$ cat config.mk
export PLATFORM = sky130hd
export DESIGN_NAME = soft_breakpoint_table_flat
export DESIGN_NICKNAME = d
export VERILOG_FILES = /design/src/rtl/sbt_pkg.sv /design/src/rtl/sbt_cmd_if.sv /design/src/rtl/sbt_rsp_if.sv /design/src/rtl/sbt_ram.sv /design/src/rtl/sbt_slots.sv /design/src/rtl/sbt_page.sv /design/src/rtl/soft_breakpoint_table.sv /design/src/flat_wrapper.sv
export SDC_FILE = /design/constraint.sdc
export NUM_CORES = 2
export LEC_CHECK = 0
export BUFFER_PORTS_ARGS = -buffer_cell sky130_fd_sc_hd__buf_2
export CORE_MARGIN = 1.5
export CORE_UTILIZATION = 39
export CTS_BUF_LIST = sky130_fd_sc_hd__clkbuf_2
export DETAILED_ROUTE_END_ITERATION = 6
export GPL_ROUTABILITY_DRIVEN = 0
export PLACE_DENSITY_LB_ADDON = 0.3
export REMOVE_ABC_BUFFERS = 1
export SYNTH_ARGS = -nofsm -noshare
export SYNTH_HDL_FRONTEND = slang
export SYNTH_HIERARCHICAL = 1
export SYNTH_SLANG_ARGS = --single-unit
$ cat constraint.sdc
create_clock -name clk -period 9.5 [get_ports clk]
set_input_delay 0 -clock clk [delete_from_list [all_inputs] [get_ports clk]]
set_output_delay 0 -clock clk [all_outputs]
set_load 0.05 [all_outputs]
$ cat src/rtl/sbt_pkg.sv
package sbt_pkg;

    localparam int KIND_W      = 2;
    localparam int ADDR_W      = 32;
    localparam int SIZE_W      = 3;
    localparam int STATUS_W    = 3;
    localparam int SLOT_OUT_W  = 5;
    localparam int TOTAL_OUT_W = 6;
    localparam int PAGE_W      = 8;
    localparam int PCNT_W      = 6;
    localparam int WORD_W      = 32;

    // Slots keep the low 14 address bits; a match also needs the upper bits zero.
    localparam int SLOT_ADDR_W  = 14;
    localparam int PAGE_ENTRIES = 256;

    localparam logic [PCNT_W-1:0] PCNT_MAX = 6'd63;

    localparam logic [SIZE_W-1:0] BP_SIZE_HALF = 3'd2;
    localparam logic [SIZE_W-1:0] BP_SIZE_FULL = 3'd4;

    localparam logic [WORD_W-1:0] TRAP_HALF = 32'h0000_9002;
    localparam logic [WORD_W-1:0] TRAP_FULL = 32'h0010_0073;

    typedef enum logic [KIND_W-1:0] {
        KIND_SET       = 2'd0,
        KIND_CLEAR     = 2'd1,
        KIND_CLEAR_ALL = 2'd2,
        KIND_LOOKUP    = 2'd3
    } kind_t;

    typedef enum logic [STATUS_W-1:0] {
        ST_OK        = 3'd0,
        ST_BAD_SIZE  = 3'd1,
        ST_BAD_ADDR  = 3'd2,
        ST_ALREADY   = 3'd3,
        ST_NO_SLOT   = 3'd4,
        ST_NOT_FOUND = 3'd5
    } status_t;

    typedef enum logic [1:0] {
        PG_NONE = 2'd0,
        PG_INC  = 2'd1,
        PG_DEC  = 2'd2
    } page_op_t;

    // Outcome of the slot stage, carried to the page counter stage.
    typedef struct packed {
        status_t                 status;
        logic [SLOT_OUT_W-1:0]   slot;
        logic                    hit;
        logic [TOTAL_OUT_W-1:0]  total;
        page_op_t                op;
        logic [WORD_W-1:0]       patch_word;
    } slot_res_t;

endpackage

$ cat src/rtl/sbt_cmd_if.sv
interface sbt_cmd_if;
    logic                        valid;
    logic                        ready;
    logic [sbt_pkg::KIND_W-1:0]  kind;
    logic [sbt_pkg::ADDR_W-1:0]  addr;
    logic [sbt_pkg::SIZE_W-1:0]  size;

    modport source (output valid, kind, addr, size, input ready);
    modport sink   (input valid, kind, addr, size, output ready);
endinterface

$ cat src/rtl/sbt_rsp_if.sv
interface sbt_rsp_if;
    logic                             valid;
    logic                             ready;
    logic [sbt_pkg::STATUS_W-1:0]     status;
    logic [sbt_pkg::SLOT_OUT_W-1:0]   slot;
    logic                             hit;
    logic [sbt_pkg::TOTAL_OUT_W-1:0]  total;
    logic [sbt_pkg::PAGE_W-1:0]       page;
    logic [sbt_pkg::PCNT_W-1:0]       page_breaks;
    logic                             first_in_page;
    logic [sbt_pkg::WORD_W-1:0]       patch_word;

    modport source (output valid, status, slot, hit, total, page, page_breaks,
                    first_in_page, patch_word, input ready);
    modport sink   (input valid, status, slot, hit, total, page, page_breaks,
                    first_in_page, patch_word, output ready);
endinterface

$ cat src/rtl/sbt_ram.sv
module sbt_ram #(
    parameter int WIDTH = 8,
    parameter int DEPTH = 256
) (
    input  logic                     clk,
    input  logic                     we,
    input  logic [$clog2(DEPTH)-1:0] waddr,
    input  logic [WIDTH-1:0]         wdata,
    input  logic                     re,
    input  logic [$clog2(DEPTH)-1:0] raddr,
    output logic [WIDTH-1:0]         rdata
);

    logic [WIDTH-1:0] mem_reg [DEPTH];
    logic [WIDTH-1:0] rdata_reg;

    always_ff @(posedge clk)
    begin
        if (we)
        begin
            mem_reg[waddr] <= wdata;
        end
        if (re)
        begin
            rdata_reg <= mem_reg[raddr];
        end
    end

    assign rdata = rdata_reg;

endmodule

$ cat src/rtl/sbt_slots.sv
module sbt_slots #(
    parameter int SLOTS       = 32,
    parameter int FLASH_BYTES = 16384
) (
    input  logic                         clk,
    input  logic                         rst_n,
    input  logic [sbt_pkg::KIND_W-1:0]   kind,
    input  logic [sbt_pkg::ADDR_W-1:0]   addr,
    input  logic [sbt_pkg::SIZE_W-1:0]   size,
    input  logic                         commit,
    output sbt_pkg::slot_res_t           res
);

    localparam int IDX_W = (SLOTS > 1) ? $clog2(SLOTS) : 1;
    localparam int CNT_W = $clog2(SLOTS + 1);
    localparam int SAW   = sbt_pkg::SLOT_ADDR_W;
    localparam logic [sbt_pkg::ADDR_W-1:0] LIM_HALF = 32'(FLASH_BYTES - 2);
    localparam logic [sbt_pkg::ADDR_W-1:0] LIM_FULL = 32'(FLASH_BYTES - 4);

    logic [SLOTS-1:0] valid_reg;
    logic [SLOTS-1:0] valid_next;
    logic [SAW-1:0]   addr_reg [SLOTS];
    logic [CNT_W-1:0] total_reg;
    logic [CNT_W-1:0] total_next;

    logic [SLOTS-1:0] hit_vec;
    logic [SLOTS-1:0] low_hit;
    logic [SLOTS-1:0] free_vec;
    logic [SLOTS-1:0] low_free;
    logic [IDX_W-1:0] hit_idx;
    logic [IDX_W-1:0] free_idx;
    logic             any_hit;
    logic             any_free;
    logic             size_ok;
    logic             addr_ok;
    logic             set_en;
    logic             clr_en;
    logic             clr_all;
    sbt_pkg::slot_res_t res_c;

    always_comb
    begin
        for (int i = 0; i < SLOTS; i++)
        begin
            hit_vec[i] = valid_reg[i] && (addr[sbt_pkg::ADDR_W-1:SAW] == '0)
                         && (addr[SAW-1:0] == addr_reg[i]);
        end
    end

    // Wide flash sizes can leave the same low bits in two slots; the lowest one wins.
    assign low_hit  = hit_vec & (~hit_vec + SLOTS'(1));
    assign free_vec = ~valid_reg;
    assign low_free = free_vec & (~free_vec + SLOTS'(1));
    assign any_hit  = |hit_vec;
    assign any_free = |free_vec;

    always_comb
    begin
        hit_idx  = '0;
        free_idx = '0;
        for (int i = 0; i < SLOTS; i++)
        begin
            if (low_hit[i])
            begin
                hit_idx = hit_idx | IDX_W'(i);
            end
            if (low_free[i])
            begin
                free_idx = free_idx | IDX_W'(i);
            end
        end
    end

    assign size_ok = (size == sbt_pkg::BP_SIZE_HALF) || (size == sbt_pkg::BP_SIZE_FULL);
    assign addr_ok = !addr[0] &&
                     ((size == sbt_pkg::BP_SIZE_HALF) ? (addr < LIM_HALF) : (addr < LIM_FULL));

    always_comb
    begin
        res_c.status     = sbt_pkg::ST_OK;
        res_c.slot       = '0;
        res_c.hit        = 1'b0;
        res_c.total      = '0;
        res_c.op         = sbt_pkg::PG_NONE;
        res_c.patch_word = '0;
        set_en           = 1'b0;
        clr_en           = 1'b0;
        clr_all          = 1'b0;
        case (sbt_pkg::kind_t'(kind))
            sbt_pkg::KIND_SET:
            begin
                if (!size_ok)
                    res_c.status = sbt_pkg::ST_BAD_SIZE;
                else if (!addr_ok)
                    res_c.status = sbt_pkg::ST_BAD_ADDR;
                else if (any_hit)
                    res_c.status = sbt_pkg::ST_ALREADY;
                else if (!any_free)
                    res_c.status = sbt_pkg::ST_NO_SLOT;
                else
                begin
                    set_en           = 1'b1;
                    res_c.slot       = sbt_pkg::SLOT_OUT_W'(free_idx);
                    res_c.op         = sbt_pkg::PG_INC;
                    res_c.patch_word = (size == sbt_pkg::BP_SIZE_HALF) ?
                                       sbt_pkg::TRAP_HALF : sbt_pkg::TRAP_FULL;
                end
            end
            sbt_pkg::KIND_CLEAR:
            begin
                if (!size_ok)
                    res_c.status = sbt_pkg::ST_BAD_SIZE;
                else if (!addr_ok)
                    res_c.status = sbt_pkg::ST_BAD_ADDR;
                else if (!any_hit)
                    res_c.status = sbt_pkg::ST_NOT_FOUND;
                else
                begin
                    clr_en     = 1'b1;
                    res_c.slot = sbt_pkg::SLOT_OUT_W'(hit_idx);
                    res_c.op   = sbt_pkg::PG_DEC;
                end
            end
            sbt_pkg::KIND_CLEAR_ALL:
            begin
                clr_all = 1'b1;
            end
            sbt_pkg::KIND_LOOKUP:
            begin
                res_c.hit    = any_hit;
                res_c.status = any_hit ? sbt_pkg::ST_OK : sbt_pkg::ST_NOT_FOUND;
            end
            default:
            begin
                res_c.status = sbt_pkg::ST_OK;
            end
        endcase
    end

    always_comb
    begin
        valid_next = valid_reg;
        total_next = total_reg;
        if (set_en)
        begin
            valid_next = valid_reg | low_free;
            total_next = total_reg + CNT_W'(1);
        end
        else if (clr_en)
        begin
            valid_next = valid_reg & ~low_hit;
            total_next = (total_reg != '0) ? total_reg - CNT_W'(1) : total_reg;
        end
        else if (clr_all)
        begin
            valid_next = '0;
            total_next = '0;
        end
    end

    always_comb
    begin
        res       = res_c;
        res.total = sbt_pkg::TOTAL_OUT_W'(total_next);
    end

    always_ff @(posedge clk or negedge rst_n)
    begin
        if (!rst_n)
        begin
            valid_reg <= '0;
            total_reg <= '0;
        end
        else if (commit)
        begin
            valid_reg <= valid_next;
            total_reg <= total_next;
        end
    end

    always_ff @(posedge clk)
    begin
        for (int i = 0; i < SLOTS; i++)
        begin
            if (commit && set_en && low_free[i])
            begin
                addr_reg[i] <= addr[SAW-1:0];
            end
        end
    end

    a_total_tracks_valid: assert property (@(posedge clk) disable iff (!rst_n)
        total_reg == CNT_W'($countones(valid_reg)))
        else $error("held total differs from number of valid slots");

    a_no_duplicate: assert property (@(posedge clk) disable iff (!rst_n)
        (FLASH_BYTES > (1 << SAW)) || $onehot0(hit_vec))
        else $error("address held in more than one slot");

    a_slots_hold: assert property (@(posedge clk) disable iff (!rst_n)
        !commit |=> $stable(valid_reg) && $stable(total_reg))
        else $error("slot table changed without a committed item");

endmodule

$ cat src/rtl/sbt_page.sv
module sbt_page #(
    parameter int PAGE_BYTES = 64
) (
    input  logic                          clk,
    input  logic                          rst_n,
    input  logic [sbt_pkg::ADDR_W-1:0]    addr,
    input  logic                          rd_en,
    output logic [sbt_pkg::PAGE_W-1:0]    page,
    input  logic [sbt_pkg::PAGE_W-1:0]    upd_page,
    input  sbt_pkg::page_op_t             upd_op,
    input  logic                          upd_en,
    output logic [sbt_pkg::PCNT_W-1:0]    count
);

    // page = addr / PAGE_BYTES by exact reciprocal: ceil(2^(32+L) / PAGE_BYTES)
    localparam int L     = $clog2(PAGE_BYTES);
    localparam int SHIFT = sbt_pkg::ADDR_W + L;
    localparam int RW    = sbt_pkg::ADDR_W + 2;
    localparam int PW    = sbt_pkg::ADDR_W + RW;
    localparam logic [63:0] RECIP64 =
        ((64'd1 << SHIFT) + 64'(PAGE_BYTES) - 64'd1) / 64'(PAGE_BYTES);
    localparam logic [RW-1:0] RECIP = RECIP64[RW-1:0];
    localparam int PN = sbt_pkg::PAGE_ENTRIES;

    logic [PW-1:0]                 prod;
    logic [PN-1:0]                 pvalid_reg;
    logic                          pv_rd_reg;
    logic                          fwd_hit_reg;
    logic [sbt_pkg::PCNT_W-1:0]    fwd_data_reg;
    logic [sbt_pkg::PCNT_W-1:0]    ram_q;
    logic [sbt_pkg::PCNT_W-1:0]    cur;
    logic                          wr_en;

    assign prod = {{RW{1'b0}}, addr} * {{sbt_pkg::ADDR_W{1'b0}}, RECIP};
    assign page = prod[SHIFT +: sbt_pkg::PAGE_W];

    sbt_ram #(
        .WIDTH (sbt_pkg::PCNT_W),
        .DEPTH (PN)
    ) u_cnt_ram (
        .clk   (clk),
        .we    (wr_en),
        .waddr (upd_page),
        .wdata (count),
        .re    (rd_en),
        .raddr (page),
        .rdata (ram_q)
    );

    // A write in the same cycle as the read is not seen by the RAM; forward it.
    assign cur = fwd_hit_reg ? fwd_data_reg : (pv_rd_reg ? ram_q : '0);

    always_comb
    begin
        case (upd_op)
            sbt_pkg::PG_INC:
                count = (cur == sbt_pkg::PCNT_MAX) ? cur : cur + sbt_pkg::PCNT_W'(1);
            sbt_pkg::PG_DEC:
                count = (cur == '0) ? cur : cur - sbt_pkg::PCNT_W'(1);
            default:
                count = cur;
        endcase
    end

    assign wr_en = upd_en && (upd_op != sbt_pkg::PG_NONE);

    always_ff @(posedge clk or negedge rst_n)
    begin
        if (!rst_n)
        begin
            pvalid_reg  <= '0;
            pv_rd_reg   <= 1'b0;
            fwd_hit_reg <= 1'b0;
        end
        else
        begin
            if (wr_en)
            begin
                pvalid_reg[upd_page] <= 1'b1;
            end
            if (rd_en)
            begin
                pv_rd_reg   <= pvalid_reg[page];
                fwd_hit_reg <= wr_en && (upd_page == page);
            end
        end
    end

    always_ff @(posedge clk)
    begin
        if (rd_en)
        begin
            fwd_data_reg <= count;
        end
    end

endmodule

$ cat src/rtl/soft_breakpoint_table.sv
// Software breakpoint slot table. Each command transfer (set, clear, clear all,
// lookup) yields exactly one response transfer, in order. The block is a
// three-stage pipeline: the input register feeds the slot match, lowest-free
// slot pick and the page index (a reciprocal multiply); the second stage does
// the read-modify-write of the per-page breakpoint count held in a 256-entry
// RAM, with the previous write forwarded; the third is the output register.
// A command passes through the input register, the second stage and the
// output register in turn before its response is valid. One command is
// taken every cycle while the response side keeps up; a stalled response
// backs up the three registers and then drops the command ready. Page counts
// start at zero after reset by way of a valid bit per page, so no clearing
// pass is needed and commands are taken right after reset.
module soft_breakpoint_table #(
    parameter int SLOTS       = 32,
    parameter int PAGE_BYTES  = 64,
    parameter int FLASH_BYTES = 16384
) (
    input  logic       clk,
    input  logic       rst_n,
    sbt_cmd_if.sink    cmd,
    sbt_rsp_if.source  rsp
);

    logic                          s1_v_reg;
    logic [sbt_pkg::KIND_W-1:0]    s1_kind_reg;
    logic [sbt_pkg::ADDR_W-1:0]    s1_addr_reg;
    logic [sbt_pkg::SIZE_W-1:0]    s1_size_reg;

    logic                          s2_v_reg;
    sbt_pkg::slot_res_t            s2_res_reg;
    logic [sbt_pkg::PAGE_W-1:0]    s2_page_reg;

    logic                          out_v_reg;
    sbt_pkg::status_t              out_status_reg;
    logic [sbt_pkg::SLOT_OUT_W-1:0]  out_slot_reg;
    logic                          out_hit_reg;
    logic [sbt_pkg::TOTAL_OUT_W-1:0] out_total_reg;
    logic [sbt_pkg::PAGE_W-1:0]    out_page_reg;
    logic [sbt_pkg::PCNT_W-1:0]    out_pbreaks_reg;
    logic                          out_first_reg;
    logic [sbt_pkg::WORD_W-1:0]    out_patch_reg;

    logic                          s2_go;
    logic                          s2_adv;
    logic                          s1_go;
    logic                          s1_adv;
    logic                          in_rdy;
    sbt_pkg::slot_res_t            s1_res;
    logic [sbt_pkg::PAGE_W-1:0]    s1_page;
    logic [sbt_pkg::PCNT_W-1:0]    s2_count;

    assign s2_go  = !out_v_reg || rsp.ready;
    assign s2_adv = s2_v_reg && s2_go;
    assign s1_go  = !s2_v_reg || s2_go;
    assign s1_adv = s1_v_reg && s1_go;
    assign in_rdy = !s1_v_reg || s1_go;

    assign cmd.ready = in_rdy;

    sbt_slots #(
        .SLOTS       (SLOTS),
        .FLASH_BYTES (FLASH_BYTES)
    ) u_slots (
        .clk    (clk),
        .rst_n  (rst_n),
        .kind   (s1_kind_reg),
        .addr   (s1_addr_reg),
        .size   (s1_size_reg),
        .commit (s1_adv),
        .res    (s1_res)
    );

    sbt_page #(
        .PAGE_BYTES (PAGE_BYTES)
    ) u_page (
        .clk      (clk),
        .rst_n    (rst_n),
        .addr     (s1_addr_reg),
        .rd_en    (s1_adv),
        .page     (s1_page),
        .upd_page (s2_page_reg),
        .upd_op   (s2_res_reg.op),
        .upd_en   (s2_adv),
        .count    (s2_count)
    );

    always_ff @(posedge clk or negedge rst_n)
    begin
        if (!rst_n)
        begin
            s1_v_reg  <= 1'b0;
            s2_v_reg  <= 1'b0;
            out_v_reg <= 1'b0;
        end
        else
        begin
            if (in_rdy)
            begin
                s1_v_reg <= cmd.valid;
            end
            if (s1_go)
            begin
                s2_v_reg <= s1_v_reg;
            end
            if (s2_go)
            begin
                out_v_reg <= s2_v_reg;
            end
        end
    end

    always_ff @(posedge clk)
    begin
        if (in_rdy && cmd.valid)
        begin
            s1_kind_reg <= cmd.kind;
            s1_addr_reg <= cmd.addr;
            s1_size_reg <= cmd.size;
        end
        if (s1_adv)
        begin
            s2_res_reg  <= s1_res;
            s2_page_reg <= s1_page;
        end
        if (s2_adv)
        begin
            out_status_reg  <= s2_res_reg.status;
            out_slot_reg    <= s2_res_reg.slot;
            out_hit_reg     <= s2_res_reg.hit;
            out_total_reg   <= s2_res_reg.total;
            out_page_reg    <= s2_page_reg;
            out_pbreaks_reg <= s2_count;
            out_first_reg   <= (s2_res_reg.op == sbt_pkg::PG_INC) &&
                               (s2_count == sbt_pkg::PCNT_W'(1));
            out_patch_reg   <= s2_res_reg.patch_word;
        end
    end

    assign rsp.valid         = out_v_reg;
    assign rsp.status        = out_status_reg;
    assign rsp.slot          = out_slot_reg;
    assign rsp.hit           = out_hit_reg;
    assign rsp.total         = out_total_reg;
    assign rsp.page          = out_page_reg;
    assign rsp.page_breaks   = out_pbreaks_reg;
    assign rsp.first_in_page = out_first_reg;
    assign rsp.patch_word    = out_patch_reg;

    a_first_means_one: assert property (@(posedge clk) disable iff (!rst_n)
        out_v_reg && out_first_reg |-> out_pbreaks_reg == sbt_pkg::PCNT_W'(1))
        else $error("first breakpoint in page reported with page count not one");

    a_fail_no_patch: assert property (@(posedge clk) disable iff (!rst_n)
        out_v_reg && (out_status_reg != sbt_pkg::ST_OK)
        |-> (out_patch_reg == '0) && !out_first_reg)
        else $error("failed command carries a trap word or first-in-page flag");

    a_hit_is_ok: assert property (@(posedge clk) disable iff (!rst_n)
        out_v_reg && out_hit_reg |-> out_status_reg == sbt_pkg::ST_OK)
        else $error("lookup hit reported with non-ok status");

endmodule
$ cat src/flat_wrapper.sv
// flat-port wrapper written by rule: the top's interface ports become plain ports
module soft_breakpoint_table_flat 
#(
    parameter int SLOTS       = 32,
    parameter int PAGE_BYTES  = 64,
    parameter int FLASH_BYTES = 16384
)
  (clk, rst_n, cmd_valid, cmd_kind, cmd_addr, cmd_size, cmd_ready, rsp_valid, rsp_status, rsp_slot, rsp_hit, rsp_total, rsp_page, rsp_page_breaks, rsp_first_in_page, rsp_patch_word, rsp_ready);
  sbt_cmd_if cmd_i ();
  sbt_rsp_if rsp_i ();
  input  logic clk;
  input  logic rst_n;
  input wire logic [$bits(cmd_i.valid)-1:0] cmd_valid;
  input wire logic [$bits(cmd_i.kind)-1:0] cmd_kind;
  input wire logic [$bits(cmd_i.addr)-1:0] cmd_addr;
  input wire logic [$bits(cmd_i.size)-1:0] cmd_size;
  output wire logic [$bits(cmd_i.ready)-1:0] cmd_ready;
  output wire logic [$bits(rsp_i.valid)-1:0] rsp_valid;
  output wire logic [$bits(rsp_i.status)-1:0] rsp_status;
  output wire logic [$bits(rsp_i.slot)-1:0] rsp_slot;
  output wire logic [$bits(rsp_i.hit)-1:0] rsp_hit;
  output wire logic [$bits(rsp_i.total)-1:0] rsp_total;
  output wire logic [$bits(rsp_i.page)-1:0] rsp_page;
  output wire logic [$bits(rsp_i.page_breaks)-1:0] rsp_page_breaks;
  output wire logic [$bits(rsp_i.first_in_page)-1:0] rsp_first_in_page;
  output wire logic [$bits(rsp_i.patch_word)-1:0] rsp_patch_word;
  input wire logic [$bits(rsp_i.ready)-1:0] rsp_ready;
  assign cmd_i.valid = cmd_valid;
  assign cmd_i.kind = cmd_kind;
  assign cmd_i.addr = cmd_addr;
  assign cmd_i.size = cmd_size;
  assign cmd_ready = cmd_i.ready;
  assign rsp_valid = rsp_i.valid;
  assign rsp_status = rsp_i.status;
  assign rsp_slot = rsp_i.slot;
  assign rsp_hit = rsp_i.hit;
  assign rsp_total = rsp_i.total;
  assign rsp_page = rsp_i.page;
  assign rsp_page_breaks = rsp_i.page_breaks;
  assign rsp_first_in_page = rsp_i.first_in_page;
  assign rsp_patch_word = rsp_i.patch_word;
  assign rsp_i.ready = rsp_ready;
  soft_breakpoint_table #(.SLOTS(SLOTS), .PAGE_BYTES(PAGE_BYTES), .FLASH_BYTES(FLASH_BYTES)) u_core (.clk(clk), .rst_n(rst_n), .cmd(cmd_i), .rsp(rsp_i));
endmodule
Word level (Yosys, flattened, before mapping)
Memories as Yosys holds them, arrays and structs flattened. A register that Yosys moved wholly into a read port is not among the register bits.
Cells that the tools add are included.
{ "op_classes": {"n_lt_le_gt_ge": 5, "n_addsub": 6, "reduce_logical": 153, "eq_ne": 42, "bitwise_logic": 9, "mux": 343} }
{ "ops": {"columns": ["op", "n"], "rows": [
  ["14-bit equality test", 32],
  ["34-bit two-way mux", 13],
  ["14-bit two-way mux", 31],
  ["14-bit OR reduction", 31],
  ["5-bit two-way mux", 86],
  ["256-bit OR", 1],
  ["32-bit two-way mux", 6],
  ["1-bit two-way mux", 128],
  ["32-bit NOT", 4],
  ["1-bit logical AND", 105],
  ["32-bit AND", 3],
  ["3-bit two-way mux", 31],
  ["6-bit two-way mux", 11],
  ["32-bit by 1-bit adder with 32-bit output (second input constant)", 2],
  ["32-bit by 14-bit < comparator with 1-bit output (second input constant)", 2],
  ["4-bit two-way mux", 16],
  ["32-bit OR reduction", 2],
  ["33-bit two-way mux", 1],
  ["32-bit OR", 1],
  ["2-bit two-way mux", 13],
  ["21-bit two-way mux", 1],
  ["18-bit logical NOT", 1],
  ["8-bit by 9-bit < comparator with 1-bit output (second input constant)", 2],
  ["6-bit by 1-bit adder with 6-bit output (second input constant)", 2],
  ["23 further kinds", 33]
]} }
{ "totals": {"out_inout_bits": 64, "memories": 2, "mem_bits_rw": 1984, "regBits": 461} }
{ "memory_table": {"columns": ["memory", "depth", "width", "rd", "rd_clocked_by_memory_dff", "wr", "line_no", "rtl"], "rows": [
  ["u_core.u_page.u_cnt_ram.mem_reg", 256, 6, 1, 1, 1, "sbt_ram.sv:14", "logic [WIDTH-1:0] mem_reg [DEPTH];"],
  ["u_core.u_slots.addr_reg", 32, 14, 32, 0, 1, "sbt_slots.sv:22", "logic [SAW-1:0] addr_reg [SLOTS];"]
]} }

Logic depth before layout (Yosys ltp)
{ "logic_depth": {"word_depth": 54, "ltp_mapped": 16, "depth_no_buf": 12} }

Cells and area by module
Netlist, hierarchy kept.
{ "by_module_without_submodules": {"columns": ["mod", "seq_area_each_um2", "n_inst", "area_per_inst_um2", "cells_per_inst"], "rows": [
  ["sbt_ram", 46304.4, 1, 60133.9, 2964],
  ["sbt_slots", 14403.8, 1, 24445.9, 1895],
  ["sbt_page", 6636.4, 1, 11935.2, 950],
  ["soft_breakpoint_table", 4759.6, 1, 4842.1, 171]
]} }

Worst setup path before layout
Ideal clock, no wire load.
{ "synth_timing": {"path_type": "flip-flop to flip-flop", "startpoint": "register u_core.u_page.fwd_hit_reg", "endpoint": "register u_core.out_pbreaks_reg (netlist bit u_core/rsp.page_breaks[3]) (data pin)", "required_time_ps": 7898, "stages_incl_launch_ff": 11, "path_slack_ps": -946, "period_less_slack_ps": 10446, "path_buffers": 1, "t_arrival_ps": 8844, "setup_ps": 1602, "cell_sequence": "dfrtp_1 and2b_1 a22oi_1 inv_1 ha_1 o21ai_0 or4b_1 clkbuf_1 nand2_1 a21oi_1 o22ai_1"} }
{ "synth_via": {"elab_chain_cells": 4} }
{ "synth_lines": {"columns": ["element", "line_no", "rtl"], "rows": [
  ["start, declared", "sbt_page.sv:28", "logic fwd_hit_reg;"],
  ["start signal, assigned", "sbt_page.sv:84", "fwd_hit_reg <= wr_en && (upd_page == page);"],
  ["6-bit two-way mux (*)", "sbt_page.sv:51", "assign cur = fwd_hit_reg ? fwd_data_reg : (pv_rd_reg ? ram_q : '0);"],
  ["6-bit by 1-bit subtractor with 6-bit output, or another cell as far along", "sbt_page.sv:59", "count = (cur == '0) ? cur : cur - sbt_pkg::PCNT_W'(1);"],
  ["6-bit two-way mux (on tied branches)", "sbt_page.sv:59, sbt_page.sv:57", null],
  ["6-bit one-hot mux with 2 select lines (*)", "sbt_page.sv:55", "case (upd_op)"],
  ["net u_core.s2_count (one bit)", "soft_breakpoint_table.sv:50", "logic [sbt_pkg::PCNT_W-1:0] s2_count;"],
  ["end signal, assigned", "soft_breakpoint_table.sv:132", "out_pbreaks_reg <= s2_count;"],
  ["end, declared", "soft_breakpoint_table.sv:39", "logic [sbt_pkg::PCNT_W-1:0] out_pbreaks_reg;"]
]} }
The timed path passes the listed nets; every way through them passes the cells marked *.
A chain may end at the register's enable or synchronous reset.

Worst setup path after layout
{ "layout_timing": {"startpoint": "register u_core/s1_addr_reg[1] (netlist name)", "endpoint": "memory u_core/u_slots/addr_reg[1][162] (netlist name), enable pin"} }
{ "layout_via": {"elab_chain_cells": 49} }
{ "layout_lines": {"columns": ["element", "line_no", "rtl"], "rows": [
  ["start, declared", "soft_breakpoint_table.sv:26", "logic [sbt_pkg::ADDR_W-1:0] s1_addr_reg;"],
  ["start signal, assigned", "soft_breakpoint_table.sv:117", "s1_addr_reg <= cmd.addr;"],
  ["14-bit equality test", "sbt_slots.sv:46", "&& (addr[SAW-1:0] == addr_reg[i]);"],
  ["1-bit logical AND", "sbt_slots.sv:46", null],
  ["32-bit OR reduction", "sbt_slots.sv:54", "assign any_hit = |hit_vec;"],
  ["1-bit two-way mux", "sbt_slots.sv:96", "else if (any_hit)"],
  ["1-bit two-way mux", "sbt_slots.sv:94", "else if (!addr_ok)"],
  ["1-bit two-way mux", "sbt_slots.sv:92", "if (!size_ok)"],
  ["1-bit two-way mux", "sbt_slots.sv:89", "case (sbt_pkg::kind_t'(kind))"],
  ["1-bit two-way mux (*)", "sbt_slots.sv:94", null],
  ["[2 not listed]", null, null],
  ["1-bit two-way mux (*)", "sbt_slots.sv:92", null],
  ["1-bit two-way mux (*) (2 in a row)", "sbt_slots.sv:89", null],
  ["1-bit logical AND (*)", "sbt_slots.sv:185", "if (commit && set_en && low_free[i])"],
  ["1-bit logical AND", "sbt_slots.sv:185", null],
  ["1-bit two-way mux", "sbt_slots.sv:185", null],
  ["1-bit two-way mux (not written as such)", "sbt_slots.sv:187", "addr_reg[i] <= addr[SAW-1:0];"],
  ["14-bit OR reduction (no source line)", null, null],
  ["5-bit two-way mux (no source line) / 1-bit two-way mux (equally long branches) (31 in a row)", null, null],
  ["end, declared", "sbt_slots.sv:22", null]
]} }
Mark *: on every way between the ends. The rest lies on a longest branch, timed or not. The select of a mux whose other input is x is not followed.

==> qor.yml <==
status: "finished, final reports clean"
row_count: 186
tightest_slew_ps: 1294
setup_viol: 0
cts-buffers-inserted: 625
route.detailed.drc: 0
synth-seq-cells: 2451
max_freq_ghz: 0.1701
critPathMaxStageDelay_ps: 950
fin_nets: 6692
root_buffer: "clkbuf_2"
whs_ps: 318.5
global_route.usage.met3_pct: 4.363
clkLatencyLatePin_ps: 1820
fin_area_um2: 112400
timing.max_cap.violations: 0
finClkSkew_ps: 258.2
critPathRequiredTime_ps: 10750
worst-path-buf-inv: 3
synth_top_area_share_pct: 63.76
clock_path_buffers: 4
viasPerCell: 5.626
finalCriticalPeriod_ps: 5880
grt_pass1_wl_um: 393400
synth.most_common_cell: "edfxtp_1"
routed_wl_um: 265000
final_max_slew_viol_count: 0
worst_slew_margin_rel_pct: 11.49
die_x_um: 512.8
syn_inst: 5980
ys_top_cells_by_area: "edfxtp_1, mux4_2, dfrtp_1, xnor2_1, nand4_1"
ios: 105
crit_family: "simple AND/OR/NAND/NOR gates"
path_cells: "buf_4 -> xnor2_1 -> nand4_1 -> nor4_1 -> o41ai_4 -> o21ai_1 -> buf_4 -> or3_1 -> or3_1 -> buf_4 -> nor3_2"
grt_max_degree: 179
wl_per_cell_um: 25.34
synth_common_cells: "edfxtp_1, xnor2_1, nor2_1"
rsz0062_at_grt: "false"
arrival_ps: 7130
yosysSeqAreaShare_pct: 71.14
synth-edff-count: 2152
port_buffers: 104
crit_type: "flop to flop"
start_util_pct: 39.34
power.leakage_nw: 39.02
dp_hpwl_um: 157800
first_iter_violations: 5779
finalCritPeriodShare_pct: 61.89
ir_drop_v: 0.00009250
netlist_area_um2: 101400
met2_usage_pct: 31.65
use_met1_pct: 26.89
cts-hold-fix-buffers: 162
end_kind: "flop"
firstDrtPassIters: 7
synthFlopType: "edfxtp_1"
dpl_worst_slack_ps: 3759
cpMaxStageDelayCell: "nor3_2"
largest_reg_flops: 1536
path_clk_slew_ps: 110
start_kind: "flop"
synth_area_per_cell_um2: 16.95
cts.sinks: 2451
grt.busiest_layer: "met2"
cts_resized: 0
cts_setup_buffers: 0
cts_tree: "yes"
track_usage_pct: 19.90
drive_gt1_share_pct: 23.86
die_h_um: 512.8
vias: 58830
ant_nets: 0
fillCellCount: 22800
hold_viol: 0
syn_to_final_growth_pct: 10.91
crit_fanout: 28
powerDensity_nw_per_um2: 189.7
async_reset_ff_share_pct: 12.20
post-route-util_pct: 43.63
core-area_um2: 257600
min_path_type: "primary input to flop"
synth_cell_types: 94
synth_top_cell_by_area: "edfxtp_1"
grt_overflow_total: 0
finalPower_mw: 21.32
grt_pass1_vias: 60100
setup_ws_ps: 3620
die_area_um2: 263000
crit_top_cell: "buf_4"
antenna_found_initial: 16
htreeDepth: 6
postPlaceCellArea_um2: 105200
ys_warn_count: 6
==> worst min-delay path: stages <==
cell	delay, ps
dlygate4sd3_1	520
dlygate4sd3_1	540
buf_2	140
dlygate4sd3_1	640
==> layer usage <==
metal,up-vias,wire length [um],share of wire [%]
li1,25360,-,-
met1,30340,109700,41
met2,2666,125900,48
met3,463,21350,8.1
met4,2,7983,3.0
met5,-,9,0.0034
==> cells in the final DEF, fill, tap and decap left out, types with 103 or more instances in the layout <==
cell type and n:
a21o_1 190, nor2_1 376, mux4_2 376, buf_4 126, mux2i_1 142, nand2_1 159
xnor2_1 455, nand4_1 229, dlygate4sd3_1 161, buf_2 103, dfrtp_1 299, clkbuf_2 881
nand3_1 150, edfxtp_1 2152
==> power breakdown <==
part           total, mW  switching [mW]  internal, mW
sequential          12.3           0.100          12.2
clock               7.04            4.22          2.81
combinational       1.98            1.40         0.587
==> area by class of cell <==
class / count / area [um^2] / share of cell area, %
antenna: 13 / 32.53 / 0.02894
clock buffer: 881 / 4409 / 3.922
clock inverter: 164 / 1085 / 0.9650
inverter: 41 / 153.9 / 0.1369
multi-input combinational: 3118 / 27010 / 24.03
sequential: 2451 / 72100 / 64.14
tap: 3384 / 4234 / 3.767
timing repair buffer: 406 / 3383 / 3.010
==> stage by stage <==
| stage | setup TNS, ps | instances |
|---|---|---|
| CTS | 0 | 10440 |
| floorplan | -8373060 | 5610 |
| finish | 0 | 10460 |
| global route | 0 | 10450 |
| global placement | 0 | 9237 |
| detailed placement | 0 | 9237 |
==> worst paths after layout <==
check / from / to / slack [ps] / cells past startpoint
min reg2reg: u_core/s2_res_reg[24]$_DFFE_PP_ / u_core/rsp.patch_word[24]$_DFFE_PP_ / 380 / 0
min in group asynchronous: rst_n / u_core/u_page/pvalid_reg[143]$_DFFE_PN0P_ / 690 / 6
max: u_core/s1_addr_reg[1]$_DFFE_PP_ / u_core/u_slots/addr_reg[1][162]$_DFFE_PP_ / 3620 / 11
min: cmd_addr[4] / u_core/s1_addr_reg[4]$_DFFE_PP_ / 320 / 4
max reg2reg: u_core/s1_addr_reg[1]$_DFFE_PP_ / u_core/u_slots/addr_reg[1][162]$_DFFE_PP_ / 3620 / 11
max in group asynchronous: rst_n / u_core/u_page/pvalid_reg[210]$_DFFE_PN0P_ / 7230 / 7
==> logic make-up after synthesis <==
kind of cell,share of synthesized area (%)
AOI/OAI and AO/OA,5.580
other,0.003700
xor gates and xnor gates,3.966
and+or+nand+nor,6.625
buffers and inverters,2.508
DFF,71.14
muxes,10.08
adders and majority gates,0.09876
No activity file was read; power rests on OpenSTA's default activity.
